**config.mk**
```make
export PLATFORM = sky130hd
export DESIGN_NAME = base64_stream_encoder
export DESIGN_NICKNAME = d
export VERILOG_FILES = /design/src/hdl/b64e_pkg.sv /design/src/hdl/b64e_front.sv /design/src/hdl/b64e_queue.sv /design/src/hdl/b64e_back.sv /design/src/hdl/base64_stream_encoder.sv
export SDC_FILE = /design/constraint.sdc
export NUM_CORES = 1
export LEC_CHECK = 0
export ABC_AREA = 1
export BUFFER_PORTS_ARGS = -buffer_cell sky130_fd_sc_hd__buf_2
export CELL_PAD_IN_SITES_DETAIL_PLACEMENT = 2
export CELL_PAD_IN_SITES_GLOBAL_PLACEMENT = 2
export CORE_MARGIN = 8
export CORE_UTILIZATION = 25
export CTS_BUF_LIST = sky130_fd_sc_hd__clkbuf_4 sky130_fd_sc_hd__clkbuf_8
export CTS_CLUSTER_SIZE = 24
export DETAILED_ROUTE_END_ITERATION = 12
export PLACE_DENSITY = 0.57
export SYNTH_ARGS = -nofsm -noshare
export SYNTH_HDL_FRONTEND = slang
export SYNTH_SLANG_ARGS = --single-unit
export TNS_END_PERCENT = 1
```
**constraint.sdc**
```tcl
create_clock -name clk -period 2.1 [get_ports clk]
set_input_delay 0.21 -clock clk [delete_from_list [all_inputs] [get_ports clk]]
set_output_delay 0.21 -clock clk [all_outputs]
set_load 0.03 [all_outputs]
```
**src/hdl/b64e_pkg.sv**
```systemverilog
// shared types, constants and the symbol alphabet for the base64 stream encoder
// no dependencies
`default_nettype none

package b64e_pkg;

    localparam int SYM_W     = 7;
    localparam int MAX_SYMS  = 4;
    localparam int IDX_W     = $clog2(MAX_SYMS);
    localparam int QDEPTH    = 2;
    localparam int QAW       = $clog2(QDEPTH);
    localparam int QCW       = $clog2(QDEPTH + 1);

    localparam logic [SYM_W-1:0] SYM_PAD   = 7'd61;
    localparam logic [SYM_W-1:0] SYM_UPPER = 7'd65;
    localparam logic [SYM_W-1:0] SYM_LOWER = 7'd97;
    localparam logic [SYM_W-1:0] SYM_DIGIT = 7'd48;
    localparam logic [SYM_W-1:0] SYM_PLUS  = 7'd43;
    localparam logic [SYM_W-1:0] SYM_SLASH = 7'd47;

    // position within the three-byte group
    typedef enum logic [2:0]
    {
        PH0 = 3'b001,
        PH1 = 3'b010,
        PH2 = 3'b100
    } b64e_phase_t;

    // symbols of one input byte, waiting for the output side
    typedef struct packed
    {
        logic [MAX_SYMS-1:0][SYM_W-1:0] sym;
        logic [IDX_W-1:0]               last_idx;
        logic                           fin;
    } b64e_pkt_t;

    function automatic logic [SYM_W-1:0] b64_char(input logic [5:0] v);
        logic [SYM_W-1:0] c;
        c = SYM_SLASH;
        case (v) inside
            [6'd0:6'd25]:  c = SYM_UPPER + {1'b0, v};
            [6'd26:6'd51]: c = SYM_LOWER + {1'b0, v} - 7'd26;
            [6'd52:6'd61]: c = SYM_DIGIT + {1'b0, v} - 7'd52;
            6'd62:         c = SYM_PLUS;
            default:       c = SYM_SLASH;
        endcase
        return c;
    endfunction

endpackage

`default_nettype wire

```
**src/hdl/b64e_front.sv**
```systemverilog
// accepts raw bytes, tracks group phase and leftover bits, builds symbol packets
// depends on b64e_pkg
`default_nettype none

module b64e_front
    import b64e_pkg::*;
(
    input  wire logic       clk,
    input  wire logic       rst_n,
    input  wire logic [7:0] data_byte,
    input  wire logic       final_byte,
    input  wire logic       in_valid,
    input  wire logic       q_full,
    output logic            push,
    output b64e_pkt_t       pkt
);

    b64e_phase_t phase_reg, phase_next;
    logic [3:0]  pending_reg, pending_next;

    assign push = in_valid && !q_full;

    always_comb
    begin
        phase_next   = phase_reg;
        pending_next = pending_reg;
        pkt.sym      = '{default: SYM_PAD};
        pkt.fin      = final_byte;
        pkt.last_idx = '0;
        case (phase_reg)
            PH1:
            begin
                pkt.sym[0] = b64_char({pending_reg[1:0], data_byte[7:4]});
                if (final_byte)
                begin
                    pkt.sym[1]   = b64_char({data_byte[3:0], 2'b00});
                    pkt.last_idx = IDX_W'(2);
                    phase_next   = PH0;
                    pending_next = '0;
                end
                else
                begin
                    phase_next   = PH2;
                    pending_next = data_byte[3:0];
                end
            end
            PH2:
            begin
                pkt.sym[0]   = b64_char({pending_reg, data_byte[7:6]});
                pkt.sym[1]   = b64_char(data_byte[5:0]);
                pkt.last_idx = IDX_W'(1);
                phase_next   = PH0;
                pending_next = '0;
            end
            default:
            begin
                pkt.sym[0] = b64_char(data_byte[7:2]);
                if (final_byte)
                begin
                    pkt.sym[1]   = b64_char({data_byte[1:0], 4'b0000});
                    pkt.last_idx = IDX_W'(3);
                    phase_next   = PH0;
                    pending_next = '0;
                end
                else
                begin
                    phase_next   = PH1;
                    pending_next = {2'b00, data_byte[1:0]};
                end
            end
        endcase
    end

    always_ff @(posedge clk or negedge rst_n)
    begin
        if (!rst_n)
        begin
            phase_reg   <= PH0;
            pending_reg <= '0;
        end
        else if (push)
        begin
            phase_reg   <= phase_next;
            pending_reg <= pending_next;
        end
    end

endmodule

`default_nettype wire

```
**src/hdl/b64e_queue.sv**
```systemverilog
// short packet queue between the byte front end and the symbol back end
// depends on b64e_pkg
`default_nettype none

module b64e_queue
    import b64e_pkg::*;
(
    input  wire logic clk,
    input  wire logic rst_n,
    input  wire logic push,
    input  b64e_pkt_t push_pkt,
    input  wire logic pop,
    output logic      full,
    output logic      head_valid,
    output b64e_pkt_t head_pkt
);

    b64e_pkt_t        entry_reg [QDEPTH];
    logic [QAW-1:0]   wr_ptr_reg, wr_ptr_next;
    logic [QAW-1:0]   rd_ptr_reg, rd_ptr_next;
    logic [QCW-1:0]   count_reg, count_next;

    assign full       = (count_reg == QCW'(QDEPTH));
    assign head_valid = (count_reg != '0);
    assign head_pkt   = entry_reg[rd_ptr_reg];

    always_comb
    begin
        wr_ptr_next = wr_ptr_reg;
        rd_ptr_next = rd_ptr_reg;
        count_next  = count_reg;
        if (push)
        begin
            wr_ptr_next = (wr_ptr_reg == QAW'(QDEPTH - 1)) ? '0 : wr_ptr_reg + 1'b1;
        end
        if (pop)
        begin
            rd_ptr_next = (rd_ptr_reg == QAW'(QDEPTH - 1)) ? '0 : rd_ptr_reg + 1'b1;
        end
        if (push && !pop)
        begin
            count_next = count_reg + 1'b1;
        end
        else if (pop && !push)
        begin
            count_next = count_reg - 1'b1;
        end
    end

    always_ff @(posedge clk or negedge rst_n)
    begin
        if (!rst_n)
        begin
            wr_ptr_reg <= '0;
            rd_ptr_reg <= '0;
            count_reg  <= '0;
        end
        else
        begin
            wr_ptr_reg <= wr_ptr_next;
            rd_ptr_reg <= rd_ptr_next;
            count_reg  <= count_next;
        end
    end

    always_ff @(posedge clk)
    begin
        if (push)
        begin
            entry_reg[wr_ptr_reg] <= push_pkt;
        end
    end

endmodule

`default_nettype wire

```
**src/hdl/b64e_back.sv**
```systemverilog
// walks the head packet one symbol per cycle into the output register while out_stall is low
// depends on b64e_pkg
`default_nettype none

module b64e_back
    import b64e_pkg::*;
(
    input  wire logic              clk,
    input  wire logic              rst_n,
    input  wire logic              head_valid,
    input  b64e_pkt_t              head_pkt,
    output logic                   pop,
    input  wire logic              out_stall,
    output logic                   out_valid,
    output logic [SYM_W-1:0]       symbol,
    output logic                   last_symbol
);

    logic [IDX_W-1:0] idx_reg, idx_next;
    logic             valid_reg, valid_next;
    logic [SYM_W-1:0] sym_reg;
    logic             last_reg;
    logic             out_free;
    logic             issue;
    logic             pkt_done;

    assign out_free = !valid_reg || !out_stall;
    assign issue    = head_valid && out_free;
    assign pkt_done = (idx_reg == head_pkt.last_idx);
    assign pop      = issue && pkt_done;

    always_comb
    begin
        idx_next   = idx_reg;
        valid_next = valid_reg;
        if (out_free)
        begin
            valid_next = head_valid;
        end
        if (pop)
        begin
            idx_next = '0;
        end
        else if (issue)
        begin
            idx_next = idx_reg + 1'b1;
        end
    end

    always_ff @(posedge clk or negedge rst_n)
    begin
        if (!rst_n)
        begin
            idx_reg   <= '0;
            valid_reg <= 1'b0;
        end
        else
        begin
            idx_reg   <= idx_next;
            valid_reg <= valid_next;
        end
    end

    always_ff @(posedge clk)
    begin
        if (issue)
        begin
            sym_reg  <= head_pkt.sym[idx_reg];
            last_reg <= head_pkt.fin && pkt_done;
        end
    end

    assign out_valid   = valid_reg;
    assign symbol      = sym_reg;
    assign last_symbol = last_reg;

endmodule

`default_nettype wire

```
**src/hdl/base64_stream_encoder.sv**
```systemverilog
// top level of the base64 stream encoder: front end, packet queue, symbol back end
// depends on b64e_pkg, b64e_front, b64e_queue, b64e_back
`default_nettype none

// Padded base64 encoder with the standard alphabet. Each input transfer carries one raw
// byte and a final-byte mark; each output transfer carries one ASCII symbol, with
// last_symbol set on the final symbol of a message. A byte yields one or two symbols, and
// a final byte flushes the partial group and pads with '=' to four symbols per group, so a
// byte yields one to four symbols. The output register sends one symbol per cycle while
// out_stall is low, which sets the rate. Input bytes are taken every cycle while the
// two-entry packet queue has room; a byte's packet is registered in the queue, then its
// first symbol in the output register. An empty message produces no symbols.
module base64_stream_encoder
    import b64e_pkg::*;
(
    input  wire logic             clk,
    input  wire logic             rst_n,
    input  wire logic [7:0]       data_byte,
    input  wire logic             final_byte,
    input  wire logic             in_valid,
    output logic                  in_stall,
    output logic [SYM_W-1:0]      symbol,
    output logic                  last_symbol,
    output logic                  out_valid,
    input  wire logic             out_stall
);

    b64e_pkt_t push_pkt;
    b64e_pkt_t head_pkt;
    logic      push;
    logic      pop;
    logic      q_full;
    logic      head_valid;

    assign in_stall = q_full;

    b64e_front u_front
    (
        .clk        (clk),
        .rst_n      (rst_n),
        .data_byte  (data_byte),
        .final_byte (final_byte),
        .in_valid   (in_valid),
        .q_full     (q_full),
        .push       (push),
        .pkt        (push_pkt)
    );

    b64e_queue u_queue
    (
        .clk        (clk),
        .rst_n      (rst_n),
        .push       (push),
        .push_pkt   (push_pkt),
        .pop        (pop),
        .full       (q_full),
        .head_valid (head_valid),
        .head_pkt   (head_pkt)
    );

    b64e_back u_back
    (
        .clk         (clk),
        .rst_n       (rst_n),
        .head_valid  (head_valid),
        .head_pkt    (head_pkt),
        .pop         (pop),
        .out_stall   (out_stall),
        .out_valid   (out_valid),
        .symbol      (symbol),
        .last_symbol (last_symbol)
    );

endmodule

`default_nettype wire

```
==> results.json, run 1 <==
{
  "status": "finished, final reports clean",
  "final_util": 0.305,
  "grt_use_total": 0.167,
  "min_to": "u_back.out_valid",
  "initial_core_util": 0.253,
  "leakage_nw": 2.74,
  "drive_gt1_frac": 0.218,
  "antenna_cells": 0,
  "critPathCaptureType": "register",
  "dpl_worst_slack_ns": -0.0908,
  "drc": 0,
  "cp_common_cell": "nand2_1",
  "antenna_found_initial": 0,
  "seqCellArea_mm2": 0.00162,
  "async_reset_ff_frac": 0.250,
  "syn_area_per_cell_um2": 7.08,
  "drt_iter0_drc": 139,
  "final.setup.worst_slack_ns": 0.136,
  "synthToLayoutAreaGrowth_pct": 20.6,
  "slew_violations": 0,
  "ctsRootBufferMaster": "clkbuf_8",
  "nNetsFinal": 812,
  "io_pins": 23,
  "dr_total_vias": 4896,
  "p_per_area_mw_per_mm2": 979,
  "fill_cells": 2315,
  "tns_ns": 0,
  "synth_commonest_cells": "nand2_1, nand3_1, nor2_1, inv_1, edfxtp_1",
  "wire_per_inst_um": 19.1,
  "synth.most_common_cell": "nand2_1",
  "grt_pass1_vias": 5539,
  "min_from": "out_stall",
  "totalWireLength_um": 19800,
  "synth_area_leaders": "edfxtp_1, nand2_1, nand3_1, ha_1, dfrtp_1",
  "tightestPinTransition_ns": 0.432,
  "r2r_cells": 9,
  "slowest_delay_ns": 0.48,
  "grt_max_degree": 19,
  "synth.distinct_cells": 39,
  "clock-sinks": 56,
  "synth-seq-cells": 56,
  "final.period_utilization": 0.935,
  "synth_edf_count": 42,
  "firstDrtPassIters": 4,
  "fmax_mhz": 509,
  "clkLatencyLatePin_ns": 0.32,
  "ant_nets": 0,
  "fin_crit_ns": 1.96,
  "arrival_ns": 2.17,
  "ys_seq_area_frac": 0.330,
  "io_buffers": 22,
  "avgViaCountPerCell": 4.73,
  "multiInputGateArea_mm2": 0.00286,
  "worstSetupStartpointType": "register",
  "grt_pass1_wl_um": 31500,
  "peakVddDrop_mv": 0.314,
  "hp-class": "in2reg",
  "ys.flop_type": "edfxtp_1",
  "rsz0062_at_grt": "yes",
  "cts_tree": "done",
  "row_count": 51,
  "synth_top_cell_by_area": "edfxtp_1",
  "synth_top_area_frac": 0.258,
  "crit_chain": "buf_4 -> nand2_1 -> nand2_1 -> nand2_1 -> nand4_1 -> ha_1 -> a21oi_1 -> o21ai_0 -> xor2_1",
  "finalSetupViolations": 0,
  "yosysWarnings": 0,
  "cts_max_path_buffers": 2,
  "fp.dieArea_mm2": 0.0243,
  "maxCapViolCount": 0,
  "overflow": 0,
  "path_max_fanout": 13,
  "min_path_cells": 3,
  "fin_skew_ns": 0.00643,
  "fin_area_mm2": 0.00589,
  "fp.dieH_um": 156,
  "numCtsBuffers": 5,
  "worstPathRequired_ns": 2.30,
  "r2r_slack_ns": 0.14,
  "synth_nets": 733,
  "hold_violations": 0,
  "largest_reg_flops": 34,
  "path_class": "reg2reg",
  "htree_num_levels": 2,
  "cpMaxStageDelayCell": "dfrtp_2",
  "syn_inst": 690,
  "hpwlAfterDp_um": 16400,
  "gp_congestion": 0.848,
  "die_x_um": 156,
  "dpl-instance-area_mm2": 0.00572,
  "slew_headroom": 0.709,
  "clk_pin_slew_ns": 0.11,
  "r2r_start": "u_queue.rd_ptr_reg",
  "r2r-end": "u_queue.count_reg[1]",
  "core-area_mm2": 0.0193,
  "netlist_area_mm2": 0.00488,
  "holdWs_ns": 0.114
}
## critical path: cells and delay by family (launching register included)
family	cells	cell delay (ns)
adder cells (fa/ha/maj)	1	0.35
XOR/XNOR	1	0.16
AND/OR/NAND/NOR	4	0.40
AO/OA/AOI/OAI	2	0.26
buffers and inverters	1	0.21
flip-flops	1	0.48
## area by class of cell
class                      instances  area share
clock buffer                       6      0.0130
clock inverter                     2     0.00658
inverter                          79      0.0525
multi-input combinational        534       0.486
sequential                        56       0.274
tap                              265      0.0563
timing repair buffer              93       0.112
## how the worst max path moves through the flow
stage | from | end | slack [ns]
global route | u_queue.rd_ptr_reg | u_queue.count_reg[1] | -0.02
global placement | u_front.pending_reg[1] | u_queue.entry_reg[1][6] | -0.04
floorplan | u_back.out_valid | u_queue.count_reg[1] | 0.16
detailed placement | u_front.pending_reg[1] | u_queue.entry_reg[1][6] | -0.09
finish | u_queue.rd_ptr_reg | u_queue.count_reg[1] | 0.14
CTS | u_front.pending_reg[1] | u_queue.entry_reg[0][4] | 0.003
## report_power, final
group          internal, mW  switching, mW  total [mW]  leakage (nW)
clock network         0.374          0.384       0.758        0.0592
registers              1.73          0.239        1.97         0.555
logic                  1.01           2.03        3.04          2.13
## logic make-up after synthesis
logic type | after synthesis | share of synthesized area
DFF | 56 | 0.330
and+or+nand+nor | 406 | 0.373
xor gates and xnor gates | 25 | 0.0448
buffers and inverters | 100 | 0.0912
AOI/OAI and AO/OA | 73 | 0.0843
adders and majority gates | 30 | 0.0768
## placed cells by master, fill, tap and decap left out, types with 2 or more instances in the layout
cell,n
a21oi_1,21
a31oi_1,3
buf_2,22
buf_4,69
clkbuf_8,5
clkinv_1,5
clkinv_2,2
dfrtp_1,10
dfrtp_2,3
edfxtp_1,42
ha_1,27
ha_4,2
inv_1,45
inv_2,23
inv_4,4
nand2_1,193
nand2_2,15
nand2_4,6
nand3_1,103
nand3_2,3
nand3b_1,2
nand4_1,10
nor2_1,65
nor2_2,3
nor2b_1,2
o21ai_0,23
o21ai_1,10
o21ai_2,3
o22ai_1,4
o311ai_0,5
xnor2_1,2
xor2_1,23
## routing by layer
metal / routed length (µm) / global-route usage / vias to the layer above
li1: - / - / 2412
met1: 9460 / 0.214 / 2412
met2: 9700 / 0.295 / 49
met3: 322 / 0.0147 / 23
met4: 320 / 0.0393 / 0
met5: 0 / 0 / -
## timing repair
item	CTS	global route
hold buffers	1	0
buffers inserted	0	1
endpoints found under the hold margin	13	0
resized for setup	2	10
setup endpoints to repair	15	15
## stage by stage
| stage | cells | total power [mW] |
|---|---|---|
| global placement | 1025 | 4.91 |
| global route | 1035 | 6.23 |
| detailed placement | 1025 | 5.03 |
| CTS | 1034 | 5.80 |
| floorplan | 690 | 3.84 |
| finish | 1035 | 5.77 |
Power figures use the tool's default switching activity.
==> run 2: changes to the inputs <==
--- a/config.mk
+++ b/config.mk
@@ -15,6 +15,7 @@
 export CTS_CLUSTER_SIZE = 24
 export DETAILED_ROUTE_END_ITERATION = 12
 export PLACE_DENSITY = 0.57
+export REMOVE_ABC_BUFFERS = 1
 export SYNTH_ARGS = -nofsm -noshare
 export SYNTH_HDL_FRONTEND = slang
 export SYNTH_SLANG_ARGS = --single-unit
==> constraint.sdc (replaced) <==
create_clock -name clk -period 2.1 [get_ports clk]
set_input_delay 0.21 -clock clk [delete_from_list [all_inputs] [get_ports clk]]
set_output_delay 0.21 -clock clk [all_outputs]
set_load 0.02 [all_outputs]
==> run 2 against run 1 <==
Against the previous run: non-clock buffer count increased by 7; sequential power about the same; first-iteration DRC count increased by 28%; clock skew increased by 0.0032 ns; total power decreased by 0.59%; worst hold slack improved by 0.029 ns; global-route usage increased by 0.21 points; largest power group unchanged.
==> results.json, run 2 (synthesis gave the netlist of run 1 again) <==
{
  "status": "finished, final reports clean",
  "clk_pin_slew_ns": 0.10,
  "arrival_ns": 2.03,
  "numPlacedInstances": 1028,
  "path_class": "reg2reg",
  "clkLatencyLatePin_ns": 0.32,
  "final_cell_mix": "nand2_1, nand3_1, buf_4, nor2_1, inv_1",
  "fp.dieH_um": 156,
  "cts_max_path_buffers": 2,
  "numCtsBuffers": 5,
  "fin_skew_ns": 0.00960,
  "cp_top_family": "simple AND/OR/NAND/NOR gates",
  "maxCapViolCount": 0,
  "fp.dieArea_mm2": 0.0243,
  "initial_core_util": 0.253,
  "cpMaxStageDelayCell": "dfrtp_2",
  "ant_nets": 0,
  "crit_chain": "inv_4 -> ha_2 -> nand2_1 -> a21oi_1 -> nand2_1 -> clkinv_1 -> nand2_1 -> nand2_1 -> nand3_1 -> nand2_1 -> nand3_2",
  "core-area_mm2": 0.0193,
  "cp_num_buf_inv": 2,
  "dpl_worst_slack_ns": -0.251,
  "ctsRootBufferMaster": "clkbuf_8",
  "firstDrtPassIters": 4,
  "cts_tree": "done",
  "dr_total_vias": 4950,
  "htree_num_levels": 2,
  "finalSetupViolations": 0,
  "row_count": 51,
  "overflow": 0,
  "drt_iter0_drc": 178,
  "final_util": 0.309,
  "antenna_cells": 0,
  "synthToLayoutAreaGrowth_pct": 22.5,
  "dpl-instance-area_mm2": 0.00577,
  "largest_reg_flops": 34,
  "peakVddDrop_mv": 0.302,
  "slowest_delay_ns": 0.49,
  "fin_area_mm2": 0.00598,
  "slew_violations": 0,
  "leakage_nw": 2.77,
  "grt_pass1_wl_um": 32000,
  "path_max_fanout": 5,
  "drc": 0,
  "grt_use_total": 0.169,
  "hpwlAfterDp_um": 16800,
  "fmax_mhz": 508,
  "p_per_area_mw_per_mm2": 958,
  "hold_violations": 0,
  "antenna_found_initial": 1,
  "wire_per_inst_um": 19.1,
  "grt_pass1_vias": 5470,
  "slew_headroom": 0.700,
  "final.setup.worst_slack_ns": 0.131,
  "drive_gt1_frac": 0.233,
  "gp_congestion": 0.832,
  "critPathCaptureType": "register",
  "final.period_utilization": 0.938,
  "io_pins": 23,
  "worstSetupStartpointType": "register",
  "worstPathRequired_ns": 2.16,
  "tightestPinTransition_ns": 0.450,
  "holdWs_ns": 0.143,
  "avgViaCountPerCell": 4.75,
  "die_x_um": 156,
  "hp-class": "in2reg",
  "clock-sinks": 56,
  "grt_max_degree": 19,
  "fin_crit_ns": 1.97,
  "cp_common_cell": "nand2_1",
  "totalWireLength_um": 19900,
  "fin_cells": 1042,
  "fill_cells": 2360,
  "io_buffers": 22,
  "nNetsFinal": 819,
  "mostFrequentLayoutCell": "nand2_1"
}
## run 2: cell count changes in the layout (fill, tap and decap cells not counted), moves of 2 or more
cell and change:
nand2_1 -4, buf_4 +5, nand2_4 +2, nand2_2 +2
clkinvlp_4 +2, buf_12 +2
## run 2: layout make-up
class | count | area, µm² | area share
multi-input combinational | 534 | 2890 | 0.483
sequential | 56 | 1620 | 0.270
timing repair buffer | 100 | 736 | 0.123
tap | 265 | 332 | 0.0554
inverter | 79 | 310 | 0.0519
clock buffer | 6 | 82.6 | 0.0138
clock inverter | 2 | 15.0 | 0.00251
## run 2: worst reg2reg max path: cells and delay by family (launching register included)
kind | cells | cell delay [ns]
AO/OA/AOI/OAI | 1 | 0.18
adder cells (fa/ha/maj) | 1 | 0.23
buffers and inverters | 2 | 0.18
flip-flops | 1 | 0.49
AND/OR/NAND/NOR | 7 | 0.63
## run 2: final timing paths
kind,from,end,slack (ns),depth (start not counted)
max reg2reg,u_front.pending_reg[1],u_queue.entry_reg[0][6],0.13,11
min reg2reg,u_front.phase_reg[0],u_front.phase_reg[0],0.49,2
max,u_front.pending_reg[1],u_queue.entry_reg[0][6],0.13,11
max in group asynchronous,rst_n,u_front.phase_reg[0],1.44,2
min in group asynchronous,rst_n,u_queue.rd_ptr_reg,0.34,2
min,out_stall,u_back.out_valid,0.14,3
## run 2: metal layers
layer | GRT usage | wire length (µm) | vias up | part of all wire
met5 | 0 | 10 | - | 0.00050
met4 | 0.0356 | 329 | 2 | 0.016
met3 | 0.0158 | 572 | 21 | 0.029
met2 | 0.292 | 9730 | 73 | 0.49
met1 | 0.222 | 9310 | 2429 | 0.47
li1 | - | - | 2425 | -
## run 2: power by group
part | leakage (nW) | switching, mW | internal (mW)
clock | 0.0434 | 0.361 | 0.268
sequential | 0.555 | 0.215 | 1.73
combinational | 2.17 | 2.02 | 1.13
total | 2.77 | 2.60 | 3.14
## run 2: through the flow
stage / setup TNS, ns / total power, mW
6_report: 0 / 5.73
3_3_place_gp: -1.17 / 4.88
2_1_floorplan: -0.0150 / 3.65
3_5_place_dp: -2.09 / 5.04
4_1_cts: -0.00419 / 5.70
5_1_grt: -0.0299 / 6.24
## run 2: timing repair
item | 4_1_cts | 5_1_grt
setup endpoints to repair | 15 | 15
pin swaps | 0 | 3
hold buffers | 1 | 0
endpoints found under the hold margin | 13 | 0
setup buffers | 0 | 5
gates resized for setup | 6 | 15
==> run 3: changes to the inputs <==
--- a/config.mk
+++ b/config.mk
@@ -6,7 +6,6 @@
 export NUM_CORES = 1
 export LEC_CHECK = 0
 export ABC_AREA = 1
-export BUFFER_PORTS_ARGS = -buffer_cell sky130_fd_sc_hd__buf_2
 export CELL_PAD_IN_SITES_DETAIL_PLACEMENT = 2
 export CELL_PAD_IN_SITES_GLOBAL_PLACEMENT = 2
 export CORE_MARGIN = 8
@@ -14,8 +13,10 @@
 export CTS_BUF_LIST = sky130_fd_sc_hd__clkbuf_4 sky130_fd_sc_hd__clkbuf_8
 export CTS_CLUSTER_SIZE = 24
 export DETAILED_ROUTE_END_ITERATION = 12
-export PLACE_DENSITY = 0.57
+export DONT_BUFFER_PORTS = 1
+export PLACE_DENSITY = 0.55
 export REMOVE_ABC_BUFFERS = 1
+export SKIP_LAST_GASP = 1
 export SYNTH_ARGS = -nofsm -noshare
 export SYNTH_HDL_FRONTEND = slang
 export SYNTH_SLANG_ARGS = --single-unit
==> constraint.sdc (replaced) <==
create_clock -name clk -period 2.1 [get_ports clk]
set_input_delay 0.105 -clock clk [delete_from_list [all_inputs] [get_ports clk]]
set_output_delay 0.105 -clock clk [all_outputs]
set_load 0.02 [all_outputs]
==> run 3 against run 2 <==
Against the previous run: maximum frequency is 1.1% higher; non-clock buffer count is 62 lower; sequential cell count stayed put; clock skew is 0.011 ns higher; clock-buffer cell count is 1 lower; core utilization is 2.5 points lower; clock power hardly changed; first-iteration DRC count is 3.4% higher; critical path type unchanged; critical endpoint is now u_queue.entry_reg[1][3]; largest cell class unchanged.
==> results.json, run 3 (synthesis gave the netlist of run 1 again) <==
{
  "hpwlAfterDp_um": 15700,
  "maxCapViolCount": 0,
  "row_count": 51,
  "cp_num_buf_inv": 2,
  "path_max_fanout": 7,
  "numPlacedInstances": 967,
  "tightestPinTransition_ns": 0.795,
  "fin_crit_ns": 1.95,
  "ant_nets": 0,
  "clk_pin_slew_ns": 0.11,
  "numCtsBuffers": 5,
  "dpl-instance-area_mm2": 0.00533,
  "nNetsFinal": 757,
  "fill_cells": 2339,
  "antenna_found_initial": 0,
  "ctsRootBufferMaster": "clkbuf_8",
  "path_class": "reg2reg",
  "slowest_delay_ns": 0.49,
  "slew_violations": 0,
  "fin_area_mm2": 0.00550,
  "tns_ns": 0,
  "status": "finished, final reports clean",
  "firstDrtPassIters": 4,
  "r2r_slack_ns": 0.15,
  "drt_iter0_drc": 184,
  "fin_total_pwr_mw": 5.39,
  "peakVddDrop_mv": 0.267,
  "worstSetupStartpointType": "register",
  "core-area_mm2": 0.0193,
  "arrival_ns": 2.01,
  "fin_skew_ns": 0.0204,
  "critPathCaptureType": "register",
  "grt_pass1_vias": 5135,
  "grt_pass1_wl_um": 30800,
  "rsz0062_at_grt": "yes",
  "htree_num_levels": 2,
  "slew_headroom": 0.468,
  "p_per_area_mw_per_mm2": 981,
  "drc": 0,
  "io_buffers": 0,
  "fin_cells": 980,
  "cp_top_family": "simple AND/OR/NAND/NOR gates",
  "fp.dieH_um": 156,
  "grt_max_degree": 19,
  "clkLatencyLatePin_ns": 0.33,
  "overflow": 0,
  "cts_max_path_buffers": 2,
  "grt_use_total": 0.165,
  "largest_reg_flops": 34,
  "gp_congestion": 0.838,
  "dr_total_vias": 4696,
  "avgViaCountPerCell": 4.79,
  "finalSetupViolations": 0,
  "io_pins": 23,
  "crit_chain": "inv_2 -> ha_2 -> inv_1 -> nand2_1 -> nand2_1 -> nand2_2 -> nand2_2 -> nand2_1 -> nand2_1 -> nand3_1 -> nand3_1",
  "dpl_worst_slack_ns": -0.0139,
  "die_x_um": 156,
  "leakage_nw": 2.48,
  "initial_core_util": 0.253,
  "worstPathRequired_ns": 2.16,
  "fmax_mhz": 513,
  "final_cell_mix": "nand2_1, nand3_1, nor2_1, inv_1, edfxtp_1",
  "wire_per_inst_um": 19.8,
  "totalWireLength_um": 19400,
  "fp.dieArea_mm2": 0.0243,
  "cts_tree": "done",
  "synthToLayoutAreaGrowth_pct": 12.6,
  "cp_common_cell": "nand2_1",
  "holdWs_ns": 0.0289,
  "hold_violations": 0,
  "antenna_cells": 0,
  "cpMaxStageDelayCell": "dfrtp_2",
  "final.setup.worst_slack_ns": 0.151,
  "drive_gt1_frac": 0.151,
  "hp-class": "in2reg",
  "final.period_utilization": 0.928,
  "final_util": 0.284,
  "clock-sinks": 56,
  "mostFrequentLayoutCell": "nand2_1"
}
-- run 3: worst register-to-register path: stages (launching register included) --
cell and delay (ns):
dfrtp_2 0.49, inv_2 0.14, ha_2 0.24, inv_1 0.06, nand2_1 0.07, nand2_1 0.06
nand2_2 0.15, nand2_2 0.13, nand2_1 0.11, nand2_1 0.06, nand3_1 0.09, nand3_1 0.09
-- run 3: cell type report --
| class | count | area [µm²] | share of cell area |
|---|---|---|---|
| Sequential cell | 56 | 1620 | 0.294 |
| Multi-Input combinational cell | 534 | 2860 | 0.520 |
| Inverter | 79 | 309 | 0.0562 |
| Timing Repair Buffer | 38 | 295 | 0.0537 |
| Clock inverter | 3 | 21.3 | 0.00387 |
| Clock buffer | 5 | 68.8 | 0.0125 |
| Tap cell | 265 | 332 | 0.0603 |
-- run 3: layer usage --
metal | GRT usage | wire, µm | up-vias
met5 | 0 | 0 | -
met4 | 0.0379 | 344 | 0
met3 | 0.0150 | 361 | 16
met2 | 0.291 | 9550 | 51
met1 | 0.212 | 9120 | 2330
li1 | - | - | 2299
-- run 3: power breakdown --
group	switching, mW	total (mW)	leakage, nW	internal, mW
combinational	1.79	2.72	1.88	0.932
clock	0.392	0.630	0.0445	0.238
sequential	0.299	2.04	0.556	1.74
-- run 3: final timing paths --
check,to,start,depth (start not counted)
max,u_queue.entry_reg[1][3],u_front.pending_reg[0],11
min,u_front.pending_reg[3],data_byte[3],2
max reg2reg,u_queue.entry_reg[1][3],u_front.pending_reg[0],11
min reg2reg,u_front.phase_reg[0],u_front.phase_reg[0],2
max in group asynchronous,u_front.pending_reg[1],rst_n,1
min in group asynchronous,u_queue.rd_ptr_reg,rst_n,1
-- run 3: what timing repair did --
action	in CTS	in global routing
endpoints found under the setup margin	8	15
cloned	0	0
pin swaps	0	3
gates resized for setup	1	9
setup buffers	0	1
hold endpoints to repair	18	0
hold buffers	4	0
